**src/rtl/miller_rabin_prime_test_core_assert.svh**
```systemverilog
// ----------------------------------------------------------------------------
// Miller-Rabin core assertion macros
// Concurrent assertion wrappers; empty when SYNTHESIS is defined.
// ----------------------------------------------------------------------------
`ifndef MILLER_RABIN_PRIME_TEST_CORE_ASSERT_SVH
`define MILLER_RABIN_PRIME_TEST_CORE_ASSERT_SVH
`ifndef SYNTHESIS
`define MRP_ASSERT(label, clk, rst_n, prop, msg) \
	label: assert property (@(posedge clk) disable iff (!rst_n) prop) else $error(msg);
`define MRP_ASSERT_NEVER(label, clk, rst_n, expr, msg) \
	label: assert property (@(posedge clk) disable iff (!rst_n) !(expr)) else $error(msg);
`else
`define MRP_ASSERT(label, clk, rst_n, prop, msg)
`define MRP_ASSERT_NEVER(label, clk, rst_n, expr, msg)
`endif
`endif

```
**src/rtl/mrp_pkg.sv**
```systemverilog
// ----------------------------------------------------------------------------
// Miller-Rabin core package
// Widths, register indexes, constants, FSM type and the witness LFSR step.
// ----------------------------------------------------------------------------
package mrp_pkg;

	localparam int NUM_WIDTH = 32;
	localparam int CAND_W    = 32;
	localparam int ROUND_W   = 5;
	localparam int LFSR_W    = 32;
	localparam int CFG_W     = 32;
	localparam int CFG_IDX_W = 2;
	localparam int DIV_CNT_W = $clog2(LFSR_W + 1);

	typedef logic [NUM_WIDTH-1:0] num_t;
	typedef logic [LFSR_W-1:0]    lfsr_t;

	localparam logic [CFG_IDX_W-1:0] REG_ROUND_COUNT = CFG_IDX_W'(0);
	localparam logic [CFG_IDX_W-1:0] REG_RANDOM_SEED = CFG_IDX_W'(1);

	localparam logic [ROUND_W-1:0] ROUND_RESET = ROUND_W'(4);
	localparam lfsr_t              SEED_RESET  = LFSR_W'(1);
	localparam lfsr_t              LFSR_TAPS   = 32'h8020_0003;

	localparam num_t NUM_ONE   = NUM_WIDTH'(1);
	localparam num_t NUM_TWO   = NUM_WIDTH'(2);
	localparam num_t NUM_THREE = NUM_WIDTH'(3);
	localparam num_t NUM_FOUR  = NUM_WIDTH'(4);

	typedef struct packed {
		logic busy;
		logic done;
	} unit_stat_t;

	typedef enum logic [3:0] {
		ST_IDLE,
		ST_CHECK,
		ST_STRIP,
		ST_ROUND,
		ST_DIV,
		ST_PMUL,
		ST_PWAIT_A,
		ST_PSHIFT,
		ST_PWAIT_B,
		ST_TEST0,
		ST_SQ,
		ST_SQWAIT,
		ST_SQTEST
	} state_t;

	function automatic lfsr_t lfsr_next(input lfsr_t cur);
		lfsr_t taps;
		taps = cur[0] ? LFSR_TAPS : '0;
		return (cur >> 1) ^ taps;
	endfunction

endpackage

```
**src/rtl/mrp_modmul.sv**
```systemverilog
// ----------------------------------------------------------------------------
// Bit-serial modular multiplier
// Shift-and-add (a * b) mod n, one multiplier bit per cycle; a, b < n.
// ----------------------------------------------------------------------------
module mrp_modmul import mrp_pkg::*; (
	input  logic       clk,
	input  logic       arst_n,
	input  logic       start,
	input  num_t       a,
	input  num_t       b,
	input  num_t       n,
	output unit_stat_t stat,
	output num_t       product
);

	num_t a_q;
	num_t b_q;
	num_t n_q;
	num_t acc_q;
	logic busy_q;
	logic done_q;

	function automatic num_t mod_add(input num_t x, input num_t y, input num_t m);
		num_t gap;
		gap = m - y;
		return (x >= gap) ? (x - gap) : (x + y);
	endfunction

	always_ff @(posedge clk or negedge arst_n) begin
		if (!arst_n) begin
			busy_q <= 1'b0;
			done_q <= 1'b0;
		end else begin
			done_q <= 1'b0;
			if (start) begin
				busy_q <= 1'b1;
			end else if (busy_q && (b_q == '0)) begin
				busy_q <= 1'b0;
				done_q <= 1'b1;
			end
		end
	end

	always_ff @(posedge clk) begin
		if (start) begin
			a_q   <= a;
			b_q   <= b;
			n_q   <= n;
			acc_q <= '0;
		end else if (busy_q && (b_q != '0)) begin
			if (b_q[0]) begin
				acc_q <= mod_add(acc_q, a_q, n_q);
			end
			a_q <= mod_add(a_q, a_q, n_q);
			b_q <= b_q >> 1;
		end
	end

	assign stat.busy = busy_q;
	assign stat.done = done_q;
	assign product   = acc_q;

endmodule

```
**src/rtl/mrp_moddiv.sv**
```systemverilog
// ----------------------------------------------------------------------------
// Bit-serial remainder unit
// Restoring r mod m, one dividend bit per cycle, MSB first; m nonzero.
// ----------------------------------------------------------------------------
module mrp_moddiv import mrp_pkg::*; (
	input  logic       clk,
	input  logic       arst_n,
	input  logic       start,
	input  lfsr_t      r,
	input  num_t       m,
	output unit_stat_t stat,
	output num_t       rem
);

	lfsr_t                r_q;
	num_t                 m_q;
	num_t                 rem_q;
	logic [DIV_CNT_W-1:0] cnt_q;
	logic                 busy_q;
	logic                 done_q;
	logic [NUM_WIDTH:0]   trial;

	assign trial = {rem_q, r_q[LFSR_W-1]};

	always_ff @(posedge clk or negedge arst_n) begin
		if (!arst_n) begin
			busy_q <= 1'b0;
			done_q <= 1'b0;
			cnt_q  <= '0;
		end else begin
			done_q <= 1'b0;
			if (start) begin
				busy_q <= 1'b1;
				cnt_q  <= DIV_CNT_W'(LFSR_W);
			end else if (busy_q) begin
				cnt_q <= cnt_q - DIV_CNT_W'(1);
				if (cnt_q == DIV_CNT_W'(1)) begin
					busy_q <= 1'b0;
					done_q <= 1'b1;
				end
			end
		end
	end

	always_ff @(posedge clk) begin
		if (start) begin
			r_q   <= r;
			m_q   <= m;
			rem_q <= '0;
		end else if (busy_q) begin
			r_q <= r_q << 1;
			if (trial >= {1'b0, m_q}) begin
				rem_q <= NUM_WIDTH'(trial - {1'b0, m_q});
			end else begin
				rem_q <= trial[NUM_WIDTH-1:0];
			end
		end
	end

	assign stat.busy = busy_q;
	assign stat.done = done_q;
	assign rem       = rem_q;

endmodule

```
**src/rtl/miller_rabin_prime_test_core.sv**
```systemverilog
// ----------------------------------------------------------------------------
// Miller-Rabin prime test core
// Candidates 0..4 are settled in the check state; otherwise each round takes a witness
// remainder plus up to (2*NUM_WIDTH + s) modular products in the bit-serial multiplier.
// One candidate at a time; busy is high from accept until done, and the next start
// is taken in the cycle done is high. Results cannot be stalled.
// Reset: idle, round_count = 4, witness LFSR = 1.
// ----------------------------------------------------------------------------
`include "miller_rabin_prime_test_core_assert.svh"

module miller_rabin_prime_test_core import mrp_pkg::*; (
	input  logic                 clk,
	input  logic                 arst_n,
	input  logic                 start,
	output logic                 busy,
	input  logic [CAND_W-1:0]    candidate,
	output logic                 done,
	output logic                 probably_prime,
	input  logic                 wr_en,
	input  logic [CFG_IDX_W-1:0] wr_index,
	input  logic [CFG_W-1:0]     wr_data
);

	state_t               state_q;
	state_t               state_d;
	logic [ROUND_W-1:0]   round_count_q;
	logic [ROUND_W-1:0]   rnd_q;
	lfsr_t                lfsr_q;
	logic                 done_q;
	logic                 prime_q;

	num_t                 n_q;
	num_t                 d_q;
	num_t                 e_q;
	num_t                 base_q;
	num_t                 acc_q;
	num_t                 nm1;
	num_t                 div_mod;

	logic                 mm_start;
	num_t                 mm_a;
	num_t                 mm_b;
	num_t                 mm_prod;
	unit_stat_t           mm_stat;
	logic                 div_start;
	num_t                 div_rem;
	unit_stat_t           div_stat;
	logic                 lfsr_step;
	logic                 fin;
	logic                 fin_val;

	assign nm1     = n_q - NUM_ONE;
	assign div_mod = n_q - NUM_FOUR;

	mrp_modmul u_modmul (
		.clk     (clk),
		.arst_n  (arst_n),
		.start   (mm_start),
		.a       (mm_a),
		.b       (mm_b),
		.n       (n_q),
		.stat    (mm_stat),
		.product (mm_prod)
	);

	mrp_moddiv u_moddiv (
		.clk    (clk),
		.arst_n (arst_n),
		.start  (div_start),
		.r      (lfsr_next(lfsr_q)),
		.m      (div_mod),
		.stat   (div_stat),
		.rem    (div_rem)
	);

	always_comb begin
		state_d = state_q;
		unique case (state_q)
			ST_IDLE:    if (start) state_d = ST_CHECK;
			ST_CHECK:   state_d = fin ? ST_IDLE : ST_STRIP;
			ST_STRIP:   if (d_q[0]) state_d = ST_ROUND;
			ST_ROUND:   state_d = fin ? ST_IDLE : ST_DIV;
			ST_DIV:     if (div_stat.done) state_d = ST_PMUL;
			ST_PMUL:    state_d = e_q[0] ? ST_PWAIT_A : ST_PSHIFT;
			ST_PWAIT_A: if (mm_stat.done) state_d = ST_PSHIFT;
			ST_PSHIFT:  state_d = mm_start ? ST_PWAIT_B : ST_TEST0;
			ST_PWAIT_B: if (mm_stat.done) state_d = ST_PMUL;
			ST_TEST0:   state_d = ((acc_q == NUM_ONE) || (acc_q == nm1)) ? ST_ROUND : ST_SQ;
			ST_SQ:      state_d = fin ? ST_IDLE : ST_SQWAIT;
			ST_SQWAIT:  if (mm_stat.done) state_d = ST_SQTEST;
			ST_SQTEST: begin
				if (fin) begin
					state_d = ST_IDLE;
				end else begin
					state_d = (acc_q == nm1) ? ST_ROUND : ST_SQ;
				end
			end
			default:    state_d = ST_IDLE;
		endcase
	end

	always_comb begin
		mm_start  = 1'b0;
		mm_a      = acc_q;
		mm_b      = acc_q;
		div_start = 1'b0;
		lfsr_step = 1'b0;
		fin       = 1'b0;
		fin_val   = 1'b0;
		unique case (state_q)
			ST_CHECK: begin
				if ((n_q <= NUM_ONE) || (n_q == NUM_FOUR)) begin
					fin = 1'b1;
				end else if (n_q <= NUM_THREE) begin
					fin     = 1'b1;
					fin_val = 1'b1;
				end
			end
			ST_ROUND: begin
				if (rnd_q == round_count_q) begin
					fin     = 1'b1;
					fin_val = 1'b1;
				end else begin
					div_start = 1'b1;
					lfsr_step = 1'b1;
				end
			end
			ST_PMUL: begin
				mm_start = e_q[0];
				mm_b     = base_q;
			end
			ST_PSHIFT: begin
				mm_start = (e_q[NUM_WIDTH-1:1] != '0);
				mm_a     = base_q;
				mm_b     = base_q;
			end
			ST_SQ: begin
				if (e_q == nm1) begin
					fin = 1'b1;
				end else begin
					mm_start = 1'b1;
				end
			end
			ST_SQTEST: begin
				if (acc_q == NUM_ONE) begin
					fin = 1'b1;
				end
			end
			default: begin
			end
		endcase
	end

	always_ff @(posedge clk or negedge arst_n) begin
		if (!arst_n) begin
			state_q       <= ST_IDLE;
			round_count_q <= ROUND_RESET;
			lfsr_q        <= SEED_RESET;
			rnd_q         <= '0;
			done_q        <= 1'b0;
		end else begin
			state_q <= state_d;
			done_q  <= fin;
			if (wr_en && (wr_index == REG_ROUND_COUNT)) begin
				round_count_q <= wr_data[ROUND_W-1:0];
			end
			if (wr_en && (wr_index == REG_RANDOM_SEED)) begin
				lfsr_q <= (wr_data[LFSR_W-1:0] != '0) ? wr_data[LFSR_W-1:0] : SEED_RESET;
			end else if (lfsr_step) begin
				lfsr_q <= lfsr_next(lfsr_q);
			end
			if ((state_q == ST_IDLE) && start) begin
				rnd_q <= '0;
			end else if (div_start) begin
				rnd_q <= rnd_q + ROUND_W'(1);
			end
		end
	end

	always_ff @(posedge clk) begin
		if (fin) begin
			prime_q <= fin_val;
		end
		unique case (state_q)
			ST_IDLE:    if (start) n_q <= NUM_WIDTH'(candidate);
			ST_CHECK:   d_q <= nm1;
			ST_STRIP:   if (!d_q[0]) d_q <= d_q >> 1;
			ST_DIV: begin
				if (div_stat.done) begin
					base_q <= NUM_TWO + div_rem;
					acc_q  <= NUM_ONE;
					e_q    <= d_q;
				end
			end
			ST_PWAIT_A: if (mm_stat.done) acc_q <= mm_prod;
			ST_PSHIFT:  e_q <= e_q >> 1;
			ST_PWAIT_B: if (mm_stat.done) base_q <= mm_prod;
			ST_TEST0:   e_q <= d_q;
			ST_SQWAIT: begin
				if (mm_stat.done) begin
					acc_q <= mm_prod;
					e_q   <= e_q << 1;
				end
			end
			default: begin
			end
		endcase
	end

	assign busy           = (state_q != ST_IDLE);
	assign done           = done_q;
	assign probably_prime = prime_q;

	`MRP_ASSERT(a_done_pulse, clk, arst_n, done_q |=> !done_q, "result strobe longer than one cycle")
	`MRP_ASSERT(a_start_busy, clk, arst_n, (start && !busy) |=> busy, "transfer accepted but core not busy")
	`MRP_ASSERT_NEVER(a_mm_overlap, clk, arst_n, mm_start && mm_stat.busy, "multiplier restarted while busy")
	`MRP_ASSERT_NEVER(a_div_overlap, clk, arst_n, div_start && div_stat.busy, "divider restarted while busy")
	`MRP_ASSERT(a_rem_range, clk, arst_n, div_stat.done |-> (div_rem < div_mod), "witness remainder out of range")

endmodule

```
**config.mk**
```make
export PLATFORM = sky130hd
export DESIGN_NAME = miller_rabin_prime_test_core
export DESIGN_NICKNAME = d
export VERILOG_FILES = /design/src/rtl/mrp_pkg.sv /design/src/rtl/mrp_modmul.sv /design/src/rtl/mrp_moddiv.sv /design/src/rtl/miller_rabin_prime_test_core.sv
export VERILOG_INCLUDE_DIRS = /design/src /design/src/rtl
export SDC_FILE = /design/constraint.sdc
export NUM_CORES = 1
export LEC_CHECK = 0
export BUFFER_PORTS_ARGS = -buffer_cell sky130_fd_sc_hd__buf_2
export CORE_MARGIN = 8
export CORE_UTILIZATION = 55
export CTS_BUF_LIST = sky130_fd_sc_hd__clkbuf_4
export CTS_CLUSTER_SIZE = 10
export DETAILED_ROUTE_END_ITERATION = 8
export GPL_ROUTABILITY_DRIVEN = 0
export MAX_ROUTING_LAYER = met4
export PLACE_DENSITY_LB_ADDON = 0.3
export SETUP_SLACK_MARGIN = 0.1
export SLEW_MARGIN = 20
export SYNTH_ARGS = -nofsm -noshare
export SYNTH_HDL_FRONTEND = slang
export SYNTH_HIERARCHICAL = 1
export SYNTH_SLANG_ARGS = --single-unit
```
**constraint.sdc**
```tcl
create_clock -name clk -period 7 [get_ports clk]
set_input_delay 1.4 -clock clk [delete_from_list [all_inputs] [get_ports clk]]
set_output_delay 1.4 -clock clk [all_outputs]
set_load 0.1 [all_outputs]
```
==> impl_metrics.tcl <==
set metrics [dict create \
    setup_viol 0 \
    clockBufferDepth 3 \
    syn_area_per_cell_sq_um 9.461 \
    seq_area_sq_um 12350 \
    netlist_area_sq_um 32000 \
    grt.total_usage_pct 28.49 \
    cp.arrival_ps 7170 \
    r2r_start "u_modmul/n_q[0]$_DFFE_PP_" \
    tns_ps 0 \
    slew_viol_final 0 \
    hold_class "flop to flop" \
    first_iter_violations 3212 \
    fmax_mhz 156.7 \
    via_per_inst 6.444 \
    clkSlewWorstSetupHoldPaths_ps 70 \
    crit_required_ps 7780 \
    ff2ff_path_depth 24 \
    finalWirelength_mm 95.31 \
    ctsRootBufferMaster "clkbuf_4" \
    wl_per_cell_um 22.15 \
    dr.pass1.iters 7 \
    grt_first_pass_wirelength_mm 147.3 \
    synthCells 3382 \
    fin_crit_sh_pct 91.17 \
    critical_path.startpoint "u_modmul/n_q[0]$_DFFE_PP_" \
    drive_gt1_share_pct 15.70 \
    ctsHoldBuffers 0 \
    drt_drc_violations_left 0 \
    crit_fanout 14 \
    crit_buf_inv 4 \
    hpwl_mm 70.71 \
    path_cells "inv_1 > ha_1 > inv_1 > fa_1 > a211oi_2 > nor2_1 > o311ai_1 > buf_4 > a21boi_1 > o21ai_0 > a21oi_1 > o21ai_0 > o211ai_1 > o2111ai_1 > a21oi_1 > xor2_1 > ha_1 > nand4_1 > or3_1 > o21ai_0 > nor2_2 > buf_4 > or4_1 > a311oi_1" \
    num_rows 88 \
    cp_slowest_cell "or4_1" \
    crit_end "u_modmul/product[3]$_SDFFE_PP0P_" \
    tightest_slew_ps 1007 \
    cap_violations 0 \
    crit_family "compound AO/OA/AOI/OAI gates" \
    yosys_warnings 6 \
    die_w_um 257.2 \
    start_kind "flop" \
    cts.sinks 442 \
    grt_max_degree 83 \
    rsz0062_at_grt "false" \
    n_fill_cell 4779 \
    clock_skew_ps 76.38 \
    rrSetupSlack_ps 620 \
    antenna_found_initial 2 \
    relSlewSlack_pct 32.89 \
    path_depth 24 \
    dieArea_sq_um 66150 \
    syn2layout_area_growth_pct 7.340 \
    status "finished clean" \
    min_period_ps 6382 \
    clock_latency_ps 940 \
    hold_ws_ps 531.0 \
    cpMostUsedCell "o21ai_0" \
    path_class "flop to flop" \
    cts_buffers 116 \
    grt_pass1_vias 26560 \
    boundaryPins 73 \
    h-tree-depth 3 \
    cts_tree "done" \
    timing.rr.end "u_modmul/product[3]$_SDFFE_PP0P_" \
    grt_overflow 0 \
    timing.critical_path.to_type "flop" \
    finalHoldViolCount 0 \
    slowest_delay_ps 520 \
    core_sq_um 57590 \
    start_util_pct 55.56 \
    drtAntennaViolNets 0 \
    synth_fp_nets 3623 \
    io_buffers 72 \
    multi_input_area_sq_um 18370 \
    die_height_um 257.2 \
    vias 27740 \
    fin_nets 3686 \
]
[how the worst min path moves through the flow]
stage	to	from	cells past startpoint
after floorplan	u_modmul/n_q[13]$_DFFE_PP_	n_q[13]$_DFFE_PP_	0
after global placement	u_modmul/done_q$_DFF_PN0_	u_modmul/busy_q$_DFFE_PN0P_	2
after detailed placement	round_count_q[0]$_DFFE_PN0P_	round_count_q[0]$_DFFE_PN0P_	1
after CTS	e_q[22]$_DFFE_PP_	d_q[22]$_DFFE_PP_	2
after global routing	n_q[7]$_DFFE_PP_	candidate[7]	1
final	e_q[23]$_DFFE_PP_	d_q[23]$_DFFE_PP_	2
[layout by cell type, fill, tap and decap left out, drive strengths merged, types with 110 or more instances in the layout]
cell type	n
ha	166
nand2	378
inv	140
xnor2	148
nor2	264
edfxtp	321
mux2	155
xor2	110
a21oi	180
clkbuf	162
nand3	124
o21ai	237
[worst register-to-register path, delay by kind of cell (launching register included)]
kind | cells | cell delay [ps]
buf+inv | 4 | 560
fa+ha+maj | 3 | 880
flops | 1 | 390
compound gates | 11 | 2680
xor+xnor | 1 | 340
simple gates | 5 | 1450
[cell type report]
class                      count  share of cell area, %
clock buffer                 162                  3.541
multi-input combinational   2639                  53.49
inverter                     137                  1.505
clock inverter                47                 0.8015
tap                          765                  2.787
timing repair buffer         109                  1.894
sequential                   442                  35.96
antenna                        3                0.02186
[routing by layer]
layer | part of all wire [%] | GRT usage [%] | vias to the layer above
met2 | 44 | 42.54 | 1560
met1 | 40 | 36.45 | 13120
met5 | 0 | - | -
met3 | 9.5 | 5.206 | 354
li1 | - | - | 12700
met4 | 6.2 | 15.81 | 0
[state kept, by name, indices dropped and copies added (netlist names), 4 cells and up]
signal	cells
u_modmul/product	32
u_modmul/a_q	32
round_count_q	5
acc_q	32
u_moddiv/cnt_q	6
state_q	4
u_modmul/b_q	32
u_moddiv/r_q	32
lfsr_q	32
e_q	32
base_q	32
rnd_q	5
u_modmul/n_q	32
u_moddiv/m_q	32
d_q	32
n_q	32
u_moddiv/rem	32
[stage by stage]
step	utilization, %	instance area, sq um	setup WS, ps	instances
floorplan	-	32000	780.5	3382
global placement	57.03	32840	546.6	4092
detailed placement	57.03	32840	416.0	4092
CTS	59.62	34330	397.1	4301
global route	59.64	34350	110.0	4304
finish	59.64	34350	618.2	4304
[repair_timing]
action	in CTS	in global routing
gates resized for setup	0	6
setup buffers	0	0
setup endpoints to repair	0	46
Power is left out: the tool's default activity adds up to more than one toggle a clock period on the data nets, which glitch-free logic cannot reach.
